`config.mk`:
```
export PLATFORM = sky130hd
export DESIGN_NAME = stereo_three_band_equalizer
export DESIGN_NICKNAME = d
export VERILOG_FILES = /design/src/rtl/steq_pkg.sv /design/src/rtl/steq_mul.sv /design/src/rtl/steq_div.sv /design/src/rtl/stereo_three_band_equalizer.sv
export SDC_FILE = /design/constraint.sdc
export NUM_CORES = 2
export LEC_CHECK = 0
export BUFFER_PORTS_ARGS = -buffer_cell sky130_fd_sc_hd__buf_2
export CAP_MARGIN = 5
export CORE_MARGIN = 8
export CORE_UTILIZATION = 44
export CTS_BUF_LIST = sky130_fd_sc_hd__clkbuf_2 sky130_fd_sc_hd__clkbuf_4 sky130_fd_sc_hd__clkbuf_8
export DETAILED_ROUTE_END_ITERATION = 6
export SLEW_MARGIN = 40
export SYNTH_ARGS = -nofsm -noshare
export SYNTH_HDL_FRONTEND = slang
export SYNTH_HIERARCHICAL = 1
export SYNTH_SLANG_ARGS = --single-unit
```
`constraint.sdc`:
```
create_clock -name i_clk -period 14.9 [get_ports i_clk]
set_clock_uncertainty 0.15 [all_clocks]
set_input_delay 0.745 -clock i_clk [delete_from_list [all_inputs] [get_ports i_clk]]
set_output_delay 0.745 -clock i_clk [all_outputs]
set_load 0.01 [all_outputs]
```
`src/rtl/steq_pkg.sv`:
```
package steq_pkg;

    // configuration port
    localparam int REG_W     = 18;
    localparam int REG_IDX_W = 3;

    localparam logic [REG_IDX_W-1:0] CFG_PREAMP    = 3'd0;
    localparam logic [REG_IDX_W-1:0] CFG_LOW_COEF  = 3'd1;
    localparam logic [REG_IDX_W-1:0] CFG_HIGH_COEF = 3'd2;
    localparam logic [REG_IDX_W-1:0] CFG_LOW_GAIN  = 3'd3;
    localparam logic [REG_IDX_W-1:0] CFG_MID_GAIN  = 3'd4;
    localparam logic [REG_IDX_W-1:0] CFG_HIGH_GAIN = 3'd5;

    localparam logic [REG_W-1:0] RST_PREAMP    = 18'd65536;
    localparam logic [REG_W-1:0] RST_LOW_COEF  = 18'd3419;
    localparam logic [REG_W-1:0] RST_HIGH_COEF = 18'd46626;
    localparam logic [REG_W-1:0] RST_GAIN      = 18'd65536;

    // default geometry
    localparam int SAMPLE_WIDTH_DEF = 20;
    localparam int STATE_WIDTH_DEF  = 32;
    localparam int MUL_A_W_DEF      = 33;

    // fixed point
    localparam int OUT_W      = 16;
    localparam int FRAC_BITS  = 24;
    localparam int COEF_FRAC  = 16;
    localparam int PRE_SHIFT  = 8;
    localparam int POLES      = 4;
    localparam int HIST_DEPTH = 3;

    // soft clipper
    localparam int MUL_B_W  = 27;              // clip input, |s| <= 3.0 in Q.24
    localparam int SQ_W     = 28;              // s^2 in Q.24
    localparam int T_W      = 31;              // 27 + x2 and 27 + 9*x2
    localparam int NUM_W    = 56;              // |s * (27 + x2)|
    localparam int QUO_W    = 27;
    localparam int CLIP_LIM = 3 << FRAC_BITS;
    localparam logic [T_W-1:0] K27 = 31'(27 << FRAC_BITS);
    localparam int OUT_MAX  = 32767;
    localparam int SCALE_SHIFT = 15;           // 32767 = 2^15 - 1

endpackage

```
`src/rtl/steq_mul.sv`:
```
module steq_mul #(
    parameter int A_W = steq_pkg::MUL_A_W_DEF,
    parameter int B_W = steq_pkg::MUL_B_W
) (
    input  logic                   i_clk,
    input  logic signed [A_W-1:0]  i_a,
    input  logic signed [B_W-1:0]  i_b,
    output logic signed [A_W+B_W-1:0] o_prod
);

    logic signed [A_W+B_W-1:0] r_prod;

    always_ff @(posedge i_clk) begin
        r_prod <= (A_W+B_W)'(i_a) * (A_W+B_W)'(i_b);
    end

    assign o_prod = r_prod;

endmodule

```
`src/rtl/steq_div.sv`:
```
module steq_div (
    input  logic                          i_clk,
    input  logic                          i_rst_n,
    input  logic                          i_start,
    input  logic [steq_pkg::NUM_W-1:0]    i_dividend,
    input  logic [steq_pkg::T_W-1:0]      i_divisor,
    output logic                          o_done,
    output logic [steq_pkg::QUO_W-1:0]    o_quot
);

    import steq_pkg::*;

    localparam int CNT_W = $clog2(QUO_W);
    localparam logic [CNT_W-1:0] CNT_LAST = CNT_W'(QUO_W - 1);

    logic             r_busy;
    logic             r_done;
    logic [CNT_W-1:0] r_cnt;
    logic [T_W:0]     r_rem;
    logic [QUO_W-1:0] r_low;
    logic [QUO_W-1:0] r_quot;
    logic [T_W-1:0]   r_div;

    logic [T_W:0]     n_shift;
    logic             n_fit;

    // restoring step, one quotient bit per cycle
    assign n_shift = {r_rem[T_W-1:0], r_low[QUO_W-1]};
    assign n_fit   = n_shift >= {1'b0, r_div};

    always_ff @(posedge i_clk) begin
        if (!i_rst_n) begin
            r_busy <= 1'b0;
            r_done <= 1'b0;
            r_cnt  <= '0;
        end else begin
            r_done <= r_busy && !i_start && (r_cnt == CNT_LAST);
            if (i_start) begin
                r_busy <= 1'b1;
                r_cnt  <= '0;
                r_rem  <= (T_W+1)'(i_dividend[NUM_W-1:QUO_W]);
                r_low  <= i_dividend[QUO_W-1:0];
                r_div  <= i_divisor;
            end else if (r_busy) begin
                r_rem  <= n_fit ? n_shift - {1'b0, r_div} : n_shift;
                r_low  <= {r_low[QUO_W-2:0], 1'b0};
                r_quot <= {r_quot[QUO_W-2:0], n_fit};
                r_cnt  <= r_cnt + 1'b1;
                if (r_cnt == CNT_LAST) begin
                    r_busy <= 1'b0;
                end
            end
        end
    end

    assign o_done = r_done;
    assign o_quot = r_quot;

endmodule

```
`src/rtl/stereo_three_band_equalizer.sv`:
```
// Stereo three-band equalizer with soft clipper. Samples arrive interleaved, left first;
// last_of_block sends the next sample back to the left channel. One sample is processed
// at a time by a sequencer around a single shared multiplier and a radix-2 divider: the
// eight pole updates each run through a difference, a multiply and an accumulate state,
// and the squaring and the 27-step division are skipped when the band sum lies beyond
// the clip limit. in_ready is high only while the sequencer is idle, so the next sample
// can be taken in the cycle after a result is loaded; a finished result waits in the
// output register while the next sample is taken in. Configuration writes take effect
// at once and belong in idle periods.
module stereo_three_band_equalizer #(
    parameter int SAMPLE_WIDTH = steq_pkg::SAMPLE_WIDTH_DEF,
    parameter int STATE_WIDTH  = steq_pkg::STATE_WIDTH_DEF
) (
    input  logic                              i_clk,
    input  logic                              i_rst_n,
    input  logic                              i_in_valid,
    output logic                              o_in_ready,
    input  logic signed [SAMPLE_WIDTH-1:0]    i_in_sample,
    input  logic                              i_last_of_block,
    output logic                              o_out_valid,
    input  logic                              i_out_ready,
    output logic signed [steq_pkg::OUT_W-1:0] o_out_sample,
    output logic                              o_out_channel,
    input  logic                              i_cfg_we,
    input  logic [steq_pkg::REG_IDX_W-1:0]    i_cfg_index,
    input  logic [steq_pkg::REG_W-1:0]        i_cfg_data
);

    import steq_pkg::*;

    localparam int W    = STATE_WIDTH;
    localparam int DW   = W + 1;
    localparam int AW   = W + 5;
    localparam int MA0  = (DW > T_W) ? DW : T_W;
    localparam int MA   = (SAMPLE_WIDTH > MA0) ? SAMPLE_WIDTH : MA0;
    localparam int PW   = MA + MUL_B_W;
    localparam int SATW = PW + 1;
    localparam int NP   = 2 * 2 * POLES;
    localparam int PIDX_W = $clog2(NP);
    localparam int K_W  = $clog2(POLES);
    localparam int SC_W = QUO_W + SCALE_SHIFT;
    localparam int MAG_W = SC_W - FRAC_BITS;

    localparam logic [K_W-1:0] K_LAST = K_W'(POLES - 1);
    localparam logic signed [AW-1:0] CLIP_HI = AW'(CLIP_LIM);
    localparam logic signed [AW-1:0] CLIP_LO = -CLIP_HI;
    localparam logic [OUT_W-1:0] MAG_MAX = OUT_W'(OUT_MAX);

    localparam logic [4:0] S_IDLE    = 5'd0;
    localparam logic [4:0] S_PRE     = 5'd1;
    localparam logic [4:0] S_PRE_SAT = 5'd2;
    localparam logic [4:0] S_P_DIFF  = 5'd3;
    localparam logic [4:0] S_P_MUL   = 5'd4;
    localparam logic [4:0] S_P_ACC   = 5'd5;
    localparam logic [4:0] S_BANDS   = 5'd6;
    localparam logic [4:0] S_G_LOW   = 5'd7;
    localparam logic [4:0] S_G_MID   = 5'd8;
    localparam logic [4:0] S_G_HIGH  = 5'd9;
    localparam logic [4:0] S_G_ACC   = 5'd10;
    localparam logic [4:0] S_C_CHK   = 5'd11;
    localparam logic [4:0] S_C_SQ    = 5'd12;
    localparam logic [4:0] S_C_DEN   = 5'd13;
    localparam logic [4:0] S_C_NUM   = 5'd14;
    localparam logic [4:0] S_C_DIVS  = 5'd15;
    localparam logic [4:0] S_C_DIV   = 5'd16;
    localparam logic [4:0] S_C_SCALE = 5'd17;
    localparam logic [4:0] S_FIN     = 5'd18;

    function automatic logic signed [W-1:0] f_sat(input logic signed [SATW-1:0] v);
        logic [SATW-W:0] top;
        top = v[SATW-1:W-1];
        if (&top || ~|top) begin
            return v[W-1:0];
        end
        return v[SATW-1] ? {1'b1, {(W-1){1'b0}}} : {1'b0, {(W-1){1'b1}}};
    endfunction

    logic [4:0]                   r_state;
    logic [REG_W-1:0]             r_preamp;
    logic [REG_W-1:0]             r_low_coef;
    logic [REG_W-1:0]             r_high_coef;
    logic [REG_W-1:0]             r_low_gain;
    logic [REG_W-1:0]             r_mid_gain;
    logic [REG_W-1:0]             r_high_gain;

    logic signed [W-1:0]          r_pole [NP];
    logic signed [W-1:0]          r_hist [2*HIST_DEPTH];
    logic                         r_toggle;

    logic signed [SAMPLE_WIDTH-1:0] r_in;
    logic                         r_last;
    logic                         r_ch;
    logic                         r_band;
    logic [K_W-1:0]               r_k;
    logic signed [W-1:0]          r_sample;
    logic signed [W-1:0]          r_x;
    logic signed [W-1:0]          r_l;
    logic signed [DW-1:0]         r_diff;
    logic signed [DW-1:0]         r_m;
    logic signed [DW-1:0]         r_h;
    logic signed [AW-1:0]         r_acc;
    logic signed [MUL_B_W-1:0]    r_s;
    logic                         r_neg;
    logic [T_W-1:0]               r_t;
    logic [T_W-1:0]               r_den;
    logic [OUT_W-1:0]             r_mag;

    logic                         r_out_valid;
    logic signed [OUT_W-1:0]      r_out_sample;
    logic                         r_out_channel;

    logic signed [MA-1:0]         n_a;
    logic signed [MUL_B_W-1:0]    n_b;
    logic signed [PW-1:0]         prod;
    logic [PIDX_W-1:0]            pole_idx;
    logic signed [W-1:0]          pole_rd;
    logic signed [W-1:0]          n_pole;
    logic signed [W-1:0]          d3;
    logic [SQ_W-1:0]              x2;
    logic signed [PW-1:0]         num_abs;
    logic                         div_start;
    logic                         div_done;
    logic [QUO_W-1:0]             quot;
    logic [SC_W-1:0]              scaled;
    logic [MAG_W-1:0]             mag_full;
    logic                         out_load;

    assign pole_idx = {r_band, r_ch, r_k};
    assign pole_rd  = r_pole[pole_idx];
    assign n_pole   = f_sat(SATW'(pole_rd) + SATW'(prod >>> COEF_FRAC));
    assign d3       = r_ch ? r_hist[2*HIST_DEPTH-1] : r_hist[HIST_DEPTH-1];
    assign x2       = prod[FRAC_BITS+SQ_W-1:FRAC_BITS];
    assign num_abs  = r_neg ? -prod : prod;
    assign div_start = (r_state == S_C_DIVS);
    assign scaled   = {quot, {SCALE_SHIFT{1'b0}}} - SC_W'(quot);
    assign mag_full = scaled[SC_W-1:FRAC_BITS];
    assign out_load = (r_state == S_FIN) && (!r_out_valid || i_out_ready);

    always_comb begin
        n_a = '0;
        n_b = '0;
        unique case (r_state)
            S_PRE: begin
                n_a = MA'(r_in);
                n_b = MUL_B_W'(r_preamp);
            end
            S_P_MUL: begin
                n_a = MA'(r_diff);
                n_b = MUL_B_W'(r_band ? r_high_coef : r_low_coef);
            end
            S_G_LOW: begin
                n_a = MA'(r_l);
                n_b = MUL_B_W'(r_low_gain);
            end
            S_G_MID: begin
                n_a = MA'(r_m);
                n_b = MUL_B_W'(r_mid_gain);
            end
            S_G_HIGH: begin
                n_a = MA'(r_h);
                n_b = MUL_B_W'(r_high_gain);
            end
            S_C_SQ: begin
                n_a = MA'(r_s);
                n_b = r_s;
            end
            S_C_NUM: begin
                n_a = MA'(r_t);
                n_b = r_s;
            end
            default: begin
                n_a = '0;
                n_b = '0;
            end
        endcase
    end

    steq_mul #(
        .A_W (MA),
        .B_W (MUL_B_W)
    ) u_mul (
        .i_clk  (i_clk),
        .i_a    (n_a),
        .i_b    (n_b),
        .o_prod (prod)
    );

    steq_div u_div (
        .i_clk      (i_clk),
        .i_rst_n    (i_rst_n),
        .i_start    (div_start),
        .i_dividend (num_abs[NUM_W-1:0]),
        .i_divisor  (r_den),
        .o_done     (div_done),
        .o_quot     (quot)
    );

    always_ff @(posedge i_clk) begin
        if (!i_rst_n) begin
            r_state     <= S_IDLE;
            r_preamp    <= RST_PREAMP;
            r_low_coef  <= RST_LOW_COEF;
            r_high_coef <= RST_HIGH_COEF;
            r_low_gain  <= RST_GAIN;
            r_mid_gain  <= RST_GAIN;
            r_high_gain <= RST_GAIN;
            for (int i = 0; i < NP; i++) begin
                r_pole[i] <= '0;
            end
            for (int i = 0; i < 2*HIST_DEPTH; i++) begin
                r_hist[i] <= '0;
            end
            r_toggle    <= 1'b0;
            r_out_valid <= 1'b0;
        end else begin
            if (i_cfg_we) begin
                unique case (i_cfg_index)
                    CFG_PREAMP:    r_preamp    <= i_cfg_data;
                    CFG_LOW_COEF:  r_low_coef  <= i_cfg_data;
                    CFG_HIGH_COEF: r_high_coef <= i_cfg_data;
                    CFG_LOW_GAIN:  r_low_gain  <= i_cfg_data;
                    CFG_MID_GAIN:  r_mid_gain  <= i_cfg_data;
                    CFG_HIGH_GAIN: r_high_gain <= i_cfg_data;
                    default: ;
                endcase
            end

            if (out_load) begin
                r_out_valid <= 1'b1;
            end else if (r_out_valid && i_out_ready) begin
                r_out_valid <= 1'b0;
            end

            unique case (r_state)
                S_IDLE: begin
                    if (i_in_valid) begin
                        r_in    <= i_in_sample;
                        r_last  <= i_last_of_block;
                        r_ch    <= r_toggle;
                        r_state <= S_PRE;
                    end
                end
                S_PRE: begin
                    r_state <= S_PRE_SAT;
                end
                S_PRE_SAT: begin
                    r_sample <= f_sat(SATW'(prod >>> PRE_SHIFT));
                    r_x      <= f_sat(SATW'(prod >>> PRE_SHIFT));
                    r_band   <= 1'b0;
                    r_k      <= '0;
                    r_state  <= S_P_DIFF;
                end
                S_P_DIFF: begin
                    r_diff  <= DW'(r_x) - DW'(pole_rd);
                    r_state <= S_P_MUL;
                end
                S_P_MUL: begin
                    r_state <= S_P_ACC;
                end
                S_P_ACC: begin
                    r_pole[pole_idx] <= n_pole;
                    r_k <= r_k + 1'b1;
                    if (r_k != K_LAST) begin
                        r_x     <= n_pole;
                        r_state <= S_P_DIFF;
                    end else if (!r_band) begin
                        r_l     <= n_pole;
                        r_x     <= r_sample;
                        r_band  <= 1'b1;
                        r_state <= S_P_DIFF;
                    end else begin
                        r_x     <= n_pole;
                        r_state <= S_BANDS;
                    end
                end
                S_BANDS: begin
                    // x holds the last high pole here
                    r_h <= DW'(d3) - DW'(r_x);
                    r_m <= DW'(r_x) - DW'(r_l);
                    for (int c = 0; c < 2; c++) begin
                        if (r_ch == 1'(c)) begin
                            for (int j = HIST_DEPTH - 1; j > 0; j--) begin
                                r_hist[c*HIST_DEPTH+j] <= r_hist[c*HIST_DEPTH+j-1];
                            end
                            r_hist[c*HIST_DEPTH] <= r_sample;
                        end
                    end
                    r_state <= S_G_LOW;
                end
                S_G_LOW: begin
                    r_state <= S_G_MID;
                end
                S_G_MID: begin
                    r_acc   <= AW'(prod >>> COEF_FRAC);
                    r_state <= S_G_HIGH;
                end
                S_G_HIGH: begin
                    r_acc   <= r_acc + AW'(prod >>> COEF_FRAC);
                    r_state <= S_G_ACC;
                end
                S_G_ACC: begin
                    r_acc   <= r_acc + AW'(prod >>> COEF_FRAC);
                    r_state <= S_C_CHK;
                end
                S_C_CHK: begin
                    if (r_acc > CLIP_HI) begin
                        r_neg   <= 1'b0;
                        r_mag   <= MAG_MAX;
                        r_state <= S_FIN;
                    end else if (r_acc < CLIP_LO) begin
                        r_neg   <= 1'b1;
                        r_mag   <= MAG_MAX;
                        r_state <= S_FIN;
                    end else begin
                        r_s     <= r_acc[MUL_B_W-1:0];
                        r_neg   <= r_acc[AW-1];
                        r_state <= S_C_SQ;
                    end
                end
                S_C_SQ: begin
                    r_state <= S_C_DEN;
                end
                S_C_DEN: begin
                    r_t     <= K27 + T_W'(x2);
                    r_den   <= K27 + T_W'({x2, 3'b000}) + T_W'(x2);
                    r_state <= S_C_NUM;
                end
                S_C_NUM: begin
                    r_state <= S_C_DIVS;
                end
                S_C_DIVS: begin
                    r_state <= S_C_DIV;
                end
                S_C_DIV: begin
                    if (div_done) begin
                        r_state <= S_C_SCALE;
                    end
                end
                S_C_SCALE: begin
                    r_mag   <= (mag_full > MAG_W'(OUT_MAX)) ? MAG_MAX : OUT_W'(mag_full);
                    r_state <= S_FIN;
                end
                S_FIN: begin
                    if (out_load) begin
                        r_out_sample  <= r_neg ? -r_mag : r_mag;
                        r_out_channel <= r_ch;
                        r_toggle      <= r_last ? 1'b0 : ~r_ch;
                        r_state       <= S_IDLE;
                    end
                end
                default: begin
                    r_state <= S_IDLE;
                end
            endcase
        end
    end

    assign o_in_ready    = (r_state == S_IDLE);
    assign o_out_valid   = r_out_valid;
    assign o_out_sample  = r_out_sample;
    assign o_out_channel = r_out_channel;

endmodule
```
==> impl_metrics.py <==
metrics = {
    "outcome": {
        "status": "finished, violations left",
        "violations": "design-rule violations",
    },
    "synthesis": {
        "syn_nets": 10799,
        "synth.avg_cell_area_um2": 10.7,
        "yosysUniqueCellTypes": 103,
        "ys_seq_elements": 1378,
        "async_reset_ff_share_pct": 0,
        "synth-edff-count": 1196,
        "yosysSeqAreaShare_pct": 39.3,
        "yosys_warnings": 6,
        "synthCells": 9382,
        "ys_dominant_reg_cell": "edfxtp_1",
        "synth_area_um2": 101000,
    },
    "cts": {
        "cts_resized": 0,
        "clk_latency_ns": 0.97,
        "ctsRootBufferMaster": "clkbuf_8",
        "clock-sinks": 1378,
        "cts_setup_buffers": 0,
        "cts_tree": "yes",
        "clockBufferDepth": 3,
        "ctsHoldBuffers": 39,
        "clk_pin_slew_ns": 0.07,
        "htreeDepth": 4,
        "cts_buffers": 223,
    },
    "route": {
        "ant_nets": 0,
        "drt-met1-wl_um": 130000,
        "first_pass_iters": 7,
        "highest_layer": "met5",
        "via_per_inst": 5.71,
        "wl_met3_um": 27200,
        "num_vias": 72209,
        "wl_per_cell_um": 25.0,
        "routed_wl_um": 316000,
        "drc_errors": 4,
        "wl_met2_um": 144000,
        "drt_iter0_drc": 7165,
    },
    "placed_design": {
        "finalWeightedCongestion": 0.944,
        "port_buffers": 65,
        "dp_hpwl_um": 222000,
        "numPlacedInstances": 12172,
        "dp_slack_ns": 4.28,
        "placed_area_um2": 105000,
    },
    "layout": {
        "area_delta_synth_final_pct": 9.37,
        "ff_latch_area_um2": 39600,
        "fillers": 20762,
        "multi_input_area_um2": 55100,
        "final_nets": 10846,
        "layout.cells.non_filler": 12636,
        "layout-drive-gt1-share_pct": 10.7,
        "post-route-util_pct": 48.4,
        "fin_area_um2": 110000,
    },
    "sta": {
        "slew_headroom_pct": 40.9,
        "report.final.setup_viol": 0,
        "worst_pin_slew_ns": 0.877,
        "setup_ws_ns": 4.26,
        "finalCritPeriodShare_pct": 71.4,
        "setup_tns_ns": 0,
        "rsz0062_at_grt": "no",
        "finalHoldViolCount": 0,
        "fin_crit_ns": 10.64,
        "max_clock_freq_mhz": 94.0,
        "slew_viol_final": 0,
        "whs_ns": 0.119,
    },
    "worst_setup_path": {
        "cpPeakStageDelay_ns": 0.81,
        "cp_top_family": "adder cells",
        "cp_data_arrival_time_ns": 11.29,
        "path_buf_inv": 6,
        "regToRegSetupSlack_ns": 4.26,
        "cpMaxStageDelayCell": "fa_1",
        "crit_required_ns": 15.55,
        "endpoint_kind": "flip-flop",
        "r2r_cells": 30,
        "crit_cells": 30,
        "critPathKind": "reg -> reg",
        "critPathMaxFanout": 38,
        "cp-start-kind": "flip-flop",
        "cp_common_cell": "fa_1",
    },
    "run": {
        "maxCapViolations": 0,
    },
    "power_and_ir_drop": {
        "p_int_mw": 7.18,
        "netSwitchingPower_mw": 3.81,
        "swShare_pct": 34.7,
        "seqPwrFrac_pct": 41.3,
        "power.density_nw_per_um2": 100,
        "total_power_mw": 11.0,
        "p_clk_share_pct": 30.6,
        "comb_power_share_pct": 28.2,
        "power.leakage_nw": 47.0,
        "ir_drop_mv": 0.117,
    },
    "global_route": {
        "grt_usage_pct": 25.6,
        "grt_pass1_wl_um": 473000,
        "grt_pass1_vias": 74390,
        "antenna_found_initial": 16,
        "grt_max_degree": 132,
        "gr-total-overflow": 0,
    },
    "floorplan": {
        "initial_utilization_pct": 44.3,
        "die_w_um": 494,
        "design.core.area_um2": 227000,
        "num_io_pins": 66,
        "rows": 175,
        "die_area_um2": 244000,
        "dieHeight_um": 494,
    },
    "min_path": {
        "holdPathStages": 4,
        "hp-class": "in -> reg",
    },
}
==> state kept, by name, summed over array words and instances (netlist names), 27 cells and up <==
register,cells
r_pole,512
r_hist,192
u_mul/o_prod,60
r_acc,37
r_diff,33
r_h,33
r_m,33
r_l,32
r_sample,32
r_x,32
r_den,31
u_div/r_div,31
u_div/r_rem,31
r_s,27
r_t,27
u_div/o_quot,27
u_div/r_low,27
==> cell type report <==
type | count | share of cell area [%]
clock buffer | 286 | 3.27
inverter | 1273 | 4.35
tap | 3009 | 3.42
clock inverter | 122 | 0.810
sequential | 1378 | 36.0
timing repair buffer | 299 | 2.09
antenna | 15 | 0.0341
multi-input combinational | 6254 | 50.1
==> final timing paths <==
| check | startpoint | endpoint |
|---|---|---|
| max | r_state[0] | u_mul/o_prod[59] |
| min | i_cfg_index[0] | r_high_coef[14] |
| max reg2reg | r_state[0] | u_mul/o_prod[59] |
| min reg2reg | r_den[11] | u_div/r_div[11] |
==> logic make-up (layout without fill, tap and decap cells) <==
logic type / Yosys count / after routing / synth area share (%)
flip-flops: 1378 / 1378 / 39.3
XOR/XNOR: 328 / 328 / 2.86
adder cells (fa/ha/maj): 1370 / 1370 / 23.9
AND/OR/NAND/NOR: 2949 / 2949 / 13.8
other: 1 / 16 / 0.00373
multiplexers: 252 / 252 / 4.60
buffers and inverters: 1750 / 1980 / 6.64
AO/OA/AOI/OAI: 1354 / 1354 / 8.83
==> worst min-delay path, delay by kind of cell <==
kind | cells | cell delay (ns)
AOI/OAI and AO/OA | 1 | 0.05
and+or+nand+nor | 2 | 0.25
buffers and inverters | 1 | 0.16
==> cell usage after synthesis, drive strengths merged, types with 14 or more instances <==
library cell	n	area share, %
ha	452	5.6
o221ai	17	0.15
fa	918	18
nor3	91	0.46
dfxtp	182	3.6
a22oi	112	0.84
o21ai	268	1.3
o21bai	37	0.28
inv	1271	4.7
a211oi	40	0.31
nor4	24	0.16
nand2	960	3.6
a21boi	21	0.16
a221oi	19	0.17
a222oi	16	0.16
nand4	59	0.38
nand2b	50	0.31
a31oi	51	0.32
o41ai	17	0.15
or2	14	0.090
or3	48	0.32
o21a	52	0.39
nor2	781	2.9
mux2	80	0.90
mux4	160	3.6
a21oi	382	2.0
edfxtp	1196	36
nor2b	49	0.30
buf	56	0.30
or4	19	0.15
clkbuf	419	1.6
and2	624	3.9
and3	36	0.22
a21o	132	0.99
nand3	164	0.82
o211ai	24	0.18
xor2	85	0.74
o31ai	51	0.41
xnor2	243	2.1
==> cell usage in the layout (no fill, tap or decap), types with 19 or more instances in the layout <==
cell type / instances
inv_1: 1266
edfxtp_1: 1196
nand2_1: 936
fa_1: 917
nor2_1: 772
and2_1: 621
ha_1: 452
a21oi_1: 361
o21ai_0: 245
xnor2_1: 243
clkbuf_8: 232
buf_4: 182
dfxtp_1: 181
mux4_2: 160
a21o_1: 131
nand3_1: 130
a22oi_1: 112
xor2_1: 85
nor3_1: 81
mux2_2: 80
buf_2: 65
clkinv_1: 59
nand4_1: 57
clkbuf_4: 54
o21a_1: 51
nand2b_1: 49
a31oi_1: 49
nor2b_1: 48
or3_1: 44
o31ai_1: 43
dlygate4sd3_1: 39
a211oi_1: 38
o21bai_1: 37
clkinv_2: 37
and3_1: 32
o211ai_1: 24
nand2_2: 23
a21boi_0: 20
nor4_1: 19
==> metal layers <==
layer  vias up  global-route usage, %
met5         -                 0.0992
met4         8                   11.2
met2      3184                   40.5
met3       673                   5.22
met1     36681                   34.3
li1      31663                      -
==> power groups by stage <==
stage                     Clock [mW]  Combinational, mW  Sequential, mW
final                           3.36               3.10            4.54
after global routing            3.59               3.32            4.55
after floorplan                    0               1.89            4.60
after global placement             0               2.96            4.61
after CTS                       3.43               3.05            4.54
after detailed placement           0               3.03            4.62
No activity file was read; power rests on OpenSTA's default activity.
